--- config.mk ---
export PLATFORM = sky130hd
export DESIGN_NAME = scan_code_to_ascii_fifo
export DESIGN_NICKNAME = d
export VERILOG_FILES = /design/src/sv/scaf_pkg.sv /design/src/sv/scan_code_to_ascii_fifo.sv
export VERILOG_INCLUDE_DIRS = /design/src /design/src/sv
export SDC_FILE = /design/constraint.sdc
export NUM_CORES = 2
export LEC_CHECK = 0
export BUFFER_PORTS_ARGS = -buffer_cell sky130_fd_sc_hd__buf_4
export CAP_MARGIN = 20
export CORE_MARGIN = 3
export CORE_UTILIZATION = 40
export DETAILED_ROUTE_END_ITERATION = 8
export PLACE_DENSITY_LB_ADDON = 0.12
export SLEW_MARGIN = 15
export SYNTH_ARGS = -nofsm -noshare
export SYNTH_HDL_FRONTEND = slang
export SYNTH_SLANG_ARGS = --single-unit
--- constraint.sdc ---
create_clock -name clk -period 22.3 [get_ports clk]
set_input_delay 2.23 -clock clk [delete_from_list [all_inputs] [get_ports clk]]
set_output_delay 2.23 -clock clk [all_outputs]
set_load 0.005 [all_outputs]
--- src/sv/scan_code_to_ascii_fifo_macros.svh ---
// ---------------------------------------------------------------------------
// Assertion macros for the scan code to ASCII FIFO block.
// Each macro expects clk and rst_n to be visible where it is used.
// ---------------------------------------------------------------------------
`ifndef SCAN_CODE_TO_ASCII_FIFO_MACROS_SVH
`define SCAN_CODE_TO_ASCII_FIFO_MACROS_SVH

// Same-cycle implication.
`define SCAF_ASSERT_IMP(label, ante, cons, msg) \
    label: assert property (@(posedge clk) disable iff (!rst_n) (ante) |-> (cons)) \
        else $error(msg);

// Next-cycle implication.
`define SCAF_ASSERT_NXT(label, ante, cons, msg) \
    label: assert property (@(posedge clk) disable iff (!rst_n) (ante) |=> (cons)) \
        else $error(msg);

`endif

--- src/sv/scaf_pkg.sv ---
// ---------------------------------------------------------------------------
// scaf_pkg
// Types, command codes and character ROMs for the scan code to ASCII FIFO.
// ---------------------------------------------------------------------------
`default_nettype none

package scaf_pkg;

    // Commands
    localparam logic [1:0] CMD_FEED     = 2'd0;
    localparam logic [1:0] CMD_POP_CHAR = 2'd1;
    localparam logic [1:0] CMD_POP_RAW  = 2'd2;

    // Result source
    localparam logic SRC_CHAR = 1'b0;
    localparam logic SRC_RAW  = 1'b1;

    // Scan code set 1 key codes (release bit stripped)
    localparam logic [6:0] LSHIFT_CODE = 7'h2A;
    localparam logic [6:0] RSHIFT_CODE = 7'h36;
    localparam logic [6:0] CAPS_CODE   = 7'h3A;

    localparam logic [7:0] CASE_OFFSET = 8'h20;

    typedef struct packed {
        logic [1:0] command;
        logic [7:0] scan_byte;
    } req_t;

    typedef struct packed {
        logic       source;
        logic [7:0] data_byte;
        logic       was_empty;
    } rsp_t;

    // Codes 58..63 are unmapped and padded with zero.
    localparam logic [7:0] ROM_PLAIN [0:63] = '{
        8'h00, 8'h1B, "1", "2", "3", "4", "5", "6", "7", "8", "9", "0", "-", "=", 8'h08,
        8'h09, "q", "w", "e", "r", "t", "y", "u", "i", "o", "p", "[", "]", 8'h0A,
        8'h00, "a", "s", "d", "f", "g", "h", "j", "k", "l", ";", 8'h27, 8'h60,
        8'h00, 8'h5C, "z", "x", "c", "v", "b", "n", "m", ",", ".", "/", 8'h00,
        "*", 8'h00, " ",
        8'h00, 8'h00, 8'h00, 8'h00, 8'h00, 8'h00
    };

    localparam logic [7:0] ROM_SHIFTED [0:63] = '{
        8'h00, 8'h1B, "!", "@", "#", "$", "%", "^", "&", "*", "(", ")", "_", "+", 8'h08,
        8'h09, "Q", "W", "E", "R", "T", "Y", "U", "I", "O", "P", "{", "}", 8'h0A,
        8'h00, "A", "S", "D", "F", "G", "H", "J", "K", "L", ":", 8'h22, "~",
        8'h00, "|", "Z", "X", "C", "V", "B", "N", "M", "<", ">", "?", 8'h00,
        "*", 8'h00, " ",
        8'h00, 8'h00, 8'h00, 8'h00, 8'h00, 8'h00
    };

endpackage

`default_nettype wire

--- src/sv/scan_code_to_ascii_fifo.sv ---
// ---------------------------------------------------------------------------
// scan_code_to_ascii_fifo
// Scan code set 1 decoder with a raw byte FIFO and an ASCII FIFO.
// ---------------------------------------------------------------------------
//  channel | valid     | stall     | payload        | transaction
//  --------+-----------+-----------+----------------+---------------------------
//  request | req_valid | req_stall | scaf_pkg::req_t| feed byte or pop a FIFO
//  result  | rsp_valid | rsp_stall | scaf_pkg::rsp_t| one per pop, none per feed
//
//  One request a cycle while req_stall is low. A pop result passes through the
//  registered FIFO memory read and then the result register.
//  Reset clears pointers, shift and caps flags; memory contents stay as they are.
//  Requests stall only while both the read stage and the result register hold
//  a pop result and the result side stalls.
// ---------------------------------------------------------------------------
`default_nettype none
`include "scan_code_to_ascii_fifo_macros.svh"

module scan_code_to_ascii_fifo #(
    parameter int FIFO_DEPTH = 256
) (
    input  wire logic            clk,
    input  wire logic            rst_n,
    input  wire logic            req_valid,
    output logic                 req_stall,
    input  wire scaf_pkg::req_t  req,
    output logic                 rsp_valid,
    input  wire logic            rsp_stall,
    output scaf_pkg::rsp_t       rsp
);

    localparam int PW = (FIFO_DEPTH > 1) ? $clog2(FIFO_DEPTH) : 1;
    localparam logic [PW-1:0] PTR_LAST = PW'(FIFO_DEPTH - 1);

    logic [7:0] char_mem [FIFO_DEPTH];
    logic [7:0] raw_mem  [FIFO_DEPTH];

    logic [PW-1:0] char_wp_reg, char_wp_next;
    logic [PW-1:0] char_rp_reg, char_rp_next;
    logic [PW-1:0] raw_wp_reg,  raw_wp_next;
    logic [PW-1:0] raw_rp_reg,  raw_rp_next;
    logic          shift_reg,   shift_next;
    logic          caps_reg,    caps_next;

    logic          pend_valid_reg, pend_valid_next;
    logic          pend_src_reg;
    logic          pend_empty_reg;
    logic [7:0]    char_q_reg;
    logic [7:0]    raw_q_reg;

    logic          rsp_valid_reg, rsp_valid_next;
    scaf_pkg::rsp_t rsp_reg;

    logic          accept;
    logic          is_feed;
    logic          is_pop;
    logic          pend_move;
    logic          char_empty, raw_empty;
    logic          char_full,  raw_full;
    logic [PW-1:0] char_wp_inc, char_rp_inc, raw_wp_inc, raw_rp_inc;
    logic          char_push, raw_push;
    logic          char_pop,  raw_pop;
    logic [7:0]    sc;
    logic          is_shift_code;
    logic [7:0]    rom_ch;
    logic [7:0]    ch;
    logic          ch_lower, ch_upper;
    logic          lookup;

    // ---------------- handshake ----------------
    assign req_stall = pend_valid_reg && rsp_valid_reg && rsp_stall;
    assign accept    = req_valid && !req_stall;
    assign is_feed   = (req.command == scaf_pkg::CMD_FEED);
    assign is_pop    = (req.command == scaf_pkg::CMD_POP_CHAR)
                    || (req.command == scaf_pkg::CMD_POP_RAW);
    assign pend_move = pend_valid_reg && (!rsp_valid_reg || !rsp_stall);

    // ---------------- pointers ----------------
    assign char_wp_inc = (char_wp_reg == PTR_LAST) ? '0 : char_wp_reg + 1'b1;
    assign char_rp_inc = (char_rp_reg == PTR_LAST) ? '0 : char_rp_reg + 1'b1;
    assign raw_wp_inc  = (raw_wp_reg  == PTR_LAST) ? '0 : raw_wp_reg  + 1'b1;
    assign raw_rp_inc  = (raw_rp_reg  == PTR_LAST) ? '0 : raw_rp_reg  + 1'b1;

    assign char_empty = (char_rp_reg == char_wp_reg);
    assign raw_empty  = (raw_rp_reg  == raw_wp_reg);
    assign char_full  = (char_wp_inc == char_rp_reg);
    assign raw_full   = (raw_wp_inc  == raw_rp_reg);

    // ---------------- decode ----------------
    assign sc            = req.scan_byte;
    assign is_shift_code = (sc[6:0] == scaf_pkg::LSHIFT_CODE)
                        || (sc[6:0] == scaf_pkg::RSHIFT_CODE);
    assign rom_ch        = shift_reg ? scaf_pkg::ROM_SHIFTED[sc[5:0]]
                                     : scaf_pkg::ROM_PLAIN[sc[5:0]];
    assign ch_lower      = (rom_ch >= "a") && (rom_ch <= "z");
    assign ch_upper      = (rom_ch >= "A") && (rom_ch <= "Z");

    always_comb
    begin
        if (caps_reg && ch_lower)
        begin
            ch = rom_ch - scaf_pkg::CASE_OFFSET;
        end
        else if (caps_reg && shift_reg && ch_upper)
        begin
            ch = rom_ch + scaf_pkg::CASE_OFFSET;
        end
        else
        begin
            ch = rom_ch;
        end
    end

    // press code that is neither shift nor caps, inside the ROM range
    assign lookup = !sc[7] && !sc[6] && !is_shift_code
                 && (sc[6:0] != scaf_pkg::CAPS_CODE);

    assign raw_push  = accept && is_feed && !raw_full;
    assign char_push = accept && is_feed && lookup && (ch != 8'h00) && !char_full;
    assign char_pop  = accept && (req.command == scaf_pkg::CMD_POP_CHAR) && !char_empty;
    assign raw_pop   = accept && (req.command == scaf_pkg::CMD_POP_RAW)  && !raw_empty;

    always_comb
    begin
        shift_next   = shift_reg;
        caps_next    = caps_reg;
        char_wp_next = char_push ? char_wp_inc : char_wp_reg;
        raw_wp_next  = raw_push  ? raw_wp_inc  : raw_wp_reg;
        char_rp_next = char_pop  ? char_rp_inc : char_rp_reg;
        raw_rp_next  = raw_pop   ? raw_rp_inc  : raw_rp_reg;
        if (accept && is_feed)
        begin
            if (is_shift_code)
            begin
                shift_next = !sc[7];
            end
            else if (!sc[7] && (sc[6:0] == scaf_pkg::CAPS_CODE))
            begin
                caps_next = !caps_reg;
            end
        end
    end

    // ---------------- result pipeline control ----------------
    always_comb
    begin
        pend_valid_next = pend_valid_reg;
        if (accept && is_pop)
        begin
            pend_valid_next = 1'b1;
        end
        else if (pend_move)
        begin
            pend_valid_next = 1'b0;
        end

        rsp_valid_next = rsp_valid_reg;
        if (pend_move)
        begin
            rsp_valid_next = 1'b1;
        end
        else if (rsp_valid_reg && !rsp_stall)
        begin
            rsp_valid_next = 1'b0;
        end
    end

    always_ff @(posedge clk or negedge rst_n)
    begin
        if (!rst_n)
        begin
            char_wp_reg    <= '0;
            char_rp_reg    <= '0;
            raw_wp_reg     <= '0;
            raw_rp_reg     <= '0;
            shift_reg      <= 1'b0;
            caps_reg       <= 1'b0;
            pend_valid_reg <= 1'b0;
            rsp_valid_reg  <= 1'b0;
        end
        else
        begin
            char_wp_reg    <= char_wp_next;
            char_rp_reg    <= char_rp_next;
            raw_wp_reg     <= raw_wp_next;
            raw_rp_reg     <= raw_rp_next;
            shift_reg      <= shift_next;
            caps_reg       <= caps_next;
            pend_valid_reg <= pend_valid_next;
            rsp_valid_reg  <= rsp_valid_next;
        end
    end

    // ---------------- payload registers ----------------
    always_ff @(posedge clk)
    begin
        if (accept && is_pop)
        begin
            pend_src_reg   <= (req.command == scaf_pkg::CMD_POP_RAW) ? scaf_pkg::SRC_RAW
                                                                      : scaf_pkg::SRC_CHAR;
            pend_empty_reg <= (req.command == scaf_pkg::CMD_POP_RAW) ? raw_empty : char_empty;
        end
        if (pend_move)
        begin
            rsp_reg.source    <= pend_src_reg;
            rsp_reg.was_empty <= pend_empty_reg;
            if (pend_empty_reg)
            begin
                rsp_reg.data_byte <= 8'h00;
            end
            else
            begin
                rsp_reg.data_byte <= (pend_src_reg == scaf_pkg::SRC_RAW) ? raw_q_reg
                                                                         : char_q_reg;
            end
        end
    end

    // ---------------- FIFO memories ----------------
    always_ff @(posedge clk)
    begin
        if (char_push)
        begin
            char_mem[char_wp_reg] <= ch;
        end
        if (char_pop)
        begin
            char_q_reg <= char_mem[char_rp_reg];
        end
    end

    always_ff @(posedge clk)
    begin
        if (raw_push)
        begin
            raw_mem[raw_wp_reg] <= sc;
        end
        if (raw_pop)
        begin
            raw_q_reg <= raw_mem[raw_rp_reg];
        end
    end

    assign rsp_valid = rsp_valid_reg;
    assign rsp       = rsp_reg;

    // ---------------- assertions ----------------
    `SCAF_ASSERT_NXT(a_pop_char_empty_holds, accept && (req.command == scaf_pkg::CMD_POP_CHAR) && char_empty, $stable(char_rp_reg), "char read pointer moved on empty pop")
    `SCAF_ASSERT_NXT(a_raw_full_drops, accept && is_feed && raw_full, $stable(raw_wp_reg), "raw write pointer moved while full")
    `SCAF_ASSERT_NXT(a_pop_reaches_stage, accept && is_pop, pend_valid_reg, "accepted pop lost before read stage")
    `SCAF_ASSERT_IMP(a_feed_no_char_on_release, accept && is_feed && sc[7], !char_push, "release code pushed a character")

endmodule

`default_nettype wire
-- Word level (Yosys, flattened, before mapping)
Memory sizes are Yosys's and may differ from the RTL's. A register that Yosys moved wholly into a read port is not among the register bits.
Index checks and enable logic that the tools add are counted.
- $add $sub $neg: 6
- order comparisons: 5
- equal/unequal tests: 14
- muxes and demuxes: 22
- bitwise gates (word level): 2
- reductions and logical operators: 44
- operators by type and width (kind ; number):
    two-way mux 8 bit ; 12
    adder 8 x 1 -> 8 bit (second input constant) ; 4
    == test 8 bit ; 4
    == test 8 bit (second input constant) ; 4
    logical AND 1 bit ; 24
    == test 7 x 6 -> 1 bit (second input constant) ; 3
    greater-or-equal comparator 8 x 7 -> 1 bit (second input constant) ; 2
    <= comparator 8 x 7 -> 1 bit (second input constant) ; 2
    logical NOT 1 bit ; 11
    two-way mux 1 bit ; 10
    adder 8 x 6 -> 8 bit (second input constant) ; 1
    nonzero test 8 bit ; 1
    subtractor 8 x 6 -> 8 bit (second input constant) ; 1
    greater-or-equal comparator 7 bit (second input constant) ; 1
    inequality test 7 x 6 -> 1 bit (second input constant) ; 1
    inverter 6 -> 7 bit ; 1
    nonzero test 2 bit ; 2
    logical OR 1 bit ; 3
    AND reduction 3 bit ; 1
    == test 2 x 1 -> 1 bit (second input constant) ; 1
    == test 2 bit (second input constant) ; 1
    logical NOT 2 bit ; 1
    AND reduction 2 bit ; 1
    inverter 1 bit ; 1
- register bits: 48
- memory bits (writable): 4096
- memory bits (read-only): 1024
- input bits: 14
- output and inout port bits: 12
- logic and storage cells: 110
- memories kept: 4
- memories (name ; depth ; width ; read ports ; clocked after memory_dff ; write ports ; line ; source):
    char_mem ; 256 ; 8 ; 1 ; 1 ; 1 ; scan_code_to_ascii_fifo.sv:35 ; logic [7:0] char_mem [FIFO_DEPTH];
    raw_mem ; 256 ; 8 ; 1 ; 1 ; 1 ; scan_code_to_ascii_fifo.sv:36 ; logic [7:0] raw_mem [FIFO_DEPTH];
    (no name shown) ; 64 ; 8 ; 1 ; 0 ; 0 ; scan_code_to_ascii_fifo.sv:94 ; : scaf_pkg::ROM_PLAIN[sc[5:0]];
    (no name shown) ; 64 ; 8 ; 1 ; 0 ; 0 ; scan_code_to_ascii_fifo.sv:93 ; assign rom_ch = shift_reg ? scaf_pkg::ROM_SHIFTED[sc[5:0]]

-- Longest topological paths before layout
- depth after elaboration: 15
- gate-level depth with buffers: 16

-- Worst setup path after synthesis
Ideal clock, no wire load.
- kind: in2reg
- start: input req[0] (netlist name)
- end: memory char_mem[0][6], data pin
- library setup time: 1728 ps
- arrival time: 23311 ps
- required time: 20572 ps
- slack: -2739 ps
- stages on the path: 10
- buffers on the path: 1
- cells stage by stage: clkbuf_1 -> inv_1 -> ha_1 -> mux4_2 -> and2_1 -> o32ai_1 -> nand2_1 -> o41ai_1 -> a21oi_1 -> a31oi_1
- longest elaborated chain between the ends: 10
- elaborated cells between the ends (all ways): 20
- those cells by class: add/sub (2); order compare (4); mux (7); bitwise (1); reduce/logical (4); memory (2)
- ends and longest elaborated chain (what ; line ; source):
    from (decl) ; scan_code_to_ascii_fifo.sv:26 ; input wire scaf_pkg::req_t req,
    inverter 6 -> 7 bit (not written as such) (*) ; scan_code_to_ascii_fifo.sv:93, scan_code_to_ascii_fifo.sv:94 ;
    memory read (64 x 8 bit), on equally long branches ; -- ;
    two-way mux 8 bit, on equally long branches (2 in a row) ; scan_code_to_ascii_fifo.sv:94, scan_code_to_ascii_fifo.sv:93 ;
    two-way mux 8 bit (*) ; scan_code_to_ascii_fifo.sv:93 ;
    greater-or-equal comparator 8 x 7 -> 1 bit or <= comparator 8 x 7 -> 1 bit (tied branches) ; scan_code_to_ascii_fifo.sv:96 ; assign ch_upper = (rom_ch >= "A") && (rom_ch <= "Z");
    logical AND 1 bit ; scan_code_to_ascii_fifo.sv:96 ;
    logical AND 1 bit ; scan_code_to_ascii_fifo.sv:104 ; else if (caps_reg && shift_reg && ch_upper)
    two-way mux 8 bit ; scan_code_to_ascii_fifo.sv:104 ;
    two-way mux 8 bit (*) ; scan_code_to_ascii_fifo.sv:100 ; if (caps_reg && ch_lower)
    named net ch[6] ; scan_code_to_ascii_fifo.sv:66 ; logic [7:0] ch;
    to (decl) ; scan_code_to_ascii_fifo.sv:35 ;
Mark *: on every way through the listed nets, which the timed path passes. The rest lies on a longest branch. The select of a mux whose other input is x is not followed.

-- Final worst setup path
- start: input req[3] (netlist name)
- end: memory char_mem[46][5], data pin
The elaborated chain is that of the path after synthesis.

==> out/results.txt <==
outcome: completed
vias per cell: 5.74
Post-DP Area: 0.170 sq mm
H-tree depth: 5
DR vias: 74,928
Post-Syn Area: 0.163 sq mm
grt total ovfl: 0
largest net degree at the start of global routing: 153
initial antenna violation count: 15
chip width: 645 um
Post-synth top cells: edfxtp_1, mux4_2, nor2_1
syn_area_per_cell: 23.2 sq um
Worst Setup SP: req[3]
crit start category: input port
number of buffers added on ports: 25
Critical Path End Type: flip-flop
clk_skew: 0.0363 ns
worst relative slew slack: 0.232
PwrDens: 116 mW/mm^2
max-slew violation count: 0
P_leak: 0.0565 uW
sequential share of power: 0.413
fin area: 0.185 sq mm
clk slew on worst S/H paths: 0.06 ns
fin crit share: 0.385
Starting Density: 0.403
final hold vios: 0
# DRC: 0
clock power share: 0.337
Synth Instances: 7,045
switching power: 6110 uW
first-iteration detailed-routing DRC count: 7,996
CTS tree: built
Routed Antenna Nets: 0
# clock sinks: 4,160
drt wl/cell: 33.0 um
CTS resizes: 0
final setup fails: 0
required time worst endpoint: 22.89 ns
first-pass GRT wire length: 616,000 um
crit-path max FO: 82
Cell Int Power: 15,300 uW
nets@finish: 7,327
IO Pins: 26
CTS Buf Count: 432
# hold bufs at CTS: 0
clk root buf: clkbuf_16
clock buffer depth: 4
share of the yosys chip area belonging to registers: 0.765
worst slew pin tran: 1.14 ns
core area: 0.404 sq mm
Sw Share: 0.285
min-delay worst type: flip-flop to flip-flop
Die Footprint: 0.415 sq mm
RSZ-0062 raised after global routing: false
Power Total: 21,400 uW
hold path startpoint: pend_valid_reg
FILL cells: 33,484
Reg-to-Reg Start: raw_rp_reg[0]
syn_nets: 7,088
post-synthesis cell type count: 75
dominant cells by area after synthesis: edfxtp_1, mux4_2, nor3_1
vias in the first global route: 77,167
RePlAce Congestion: 0.803
Die Y: 645 um
Setup CP Type: input port to flip-flop
Peak Freq: 117 MHz
min Tclk post-route: 8.58 ns
Rows: 233
post-CTS setup buffers: 0
Primary FF master, synth: edfxtp_1
FFs w/ async S/R, synth: 0.00865
total track usage: 0.207
yosys warns: 0
VDD IR max: 0.0818 mV
worst path arrival time: 9.17 ns
Yosys reg bits: 4,160
HPWL after DPL: 255,000 um
total negative slack: 0 ns
cell taking the most area after synthesis: edfxtp_1
Layout area overhead: 13.2%
combinational share of power: 0.250
Yosys top cell area share: 0.759
iteration count of the initial detailed-routing pass: 5
EDFF count, synth: 4,124
layout cells sized above 1: 0.310
Max Cap Violations: 0
worst reg2reg path depth: 10
Clock Latency Late Sink: 0.96 ns
most numerous cell in the Yosys netlist: edfxtp_1
Detailed Route WL: 431,000 um
WHS Path Cells: 1
## metrics by stage
stage,utilization,std cells,hold slack (ns),setup slack (ns)
3_5_place_dp,0.420,12173,0.472,12.71
3_3_place_gp,0.420,12165,0.459,12.77
5_1_grt,0.457,13052,0.504,13.39
2_1_floorplan,-,7045,0.424,0.833
6_report,0.457,13055,0.475,13.72
4_1_cts,0.455,12968,0.484,13.76
## critical path: stages
cell	delay [ns]
buf_8	0.36
buf_4	0.60
inv_1	0.40
mux4_2	0.54
and2_1	0.18
o32ai_4	0.26
buf_4	0.70
or3b_2	0.50
a21oi_1	0.52
mux2i_4	0.32
buf_4	0.61
buf_4	0.76
buf_4	0.81
## logic make-up after synthesis
group,synth area share
DFF,0.765
muxes,0.187
buffers and inverters,0.0125
and+or+nand+nor,0.0238
AOI/OAI and AO/OA,0.00715
adders and majority gates,0.00222
xor gates and xnor gates,0.00250
## cell type report
class	instances	area (sq um)	share of cell area
flip-flops and latches	4160	125000	0.676
multi-input cells	2409	36900	0.200
clock buffers	504	11200	0.0607
well taps	5405	6760	0.0366
clock inverters	291	2930	0.0159
repair buffers	259	2020	0.0109
inverters	22	82.6	0.000447
diodes	5	12.5	0.0000677
## final timing paths
check                           slack [ns]         endpoint
worst max-delay path                 13.72  char_mem[46][5]
worst min-delay path                  0.48        rsp_valid
worst max register to register       15.26     raw_q_reg[7]
worst min register to register        0.48        rsp_valid
max in group asynchronous            20.31   char_rp_reg[3]
min in group asynchronous             1.32    raw_wp_reg[4]
## layout by cell type (no fill, tap or decap), types with 31 or more instances in the layout
cell type / instances
bufinv_16: 53
nand2_1: 75
and2_1: 69
buf_4: 152
nor3_1: 178
mux4_2: 1344
clkbuf_16: 437
clkinv_2: 94
nor3_2: 58
clkinv_1: 89
nor2_1: 267
nor2b_1: 31
edfxtp_1: 4124
clkbuf_1: 65
buf_2: 53
## power by group through the flow
stage | Sequential (uW) | Combinational [uW] | Clock, uW
6_report | 8840 | 5370 | 7230
5_1_grt | 8850 | 5630 | 7710
4_1_cts | 8850 | 5500 | 7380
3_5_place_dp | 9010 | 5490 | 0
3_3_place_gp | 9010 | 5490 | 0
2_1_floorplan | 8920 | 3570 | 0
## metal layers
| layer | GRT usage | vias to the layer above | routed length [um] |
|---|---|---|---|
| li1 | - | 30669 | - |
| met1 | 0.293 | 40979 | 182000 |
| met2 | 0.339 | 2666 | 212000 |
| met3 | 0.0270 | 606 | 24700 |
| met4 | 0.0548 | 8 | 12800 |
| met5 | 0 | - | 51 |
Power figures use the tool's default switching activity.
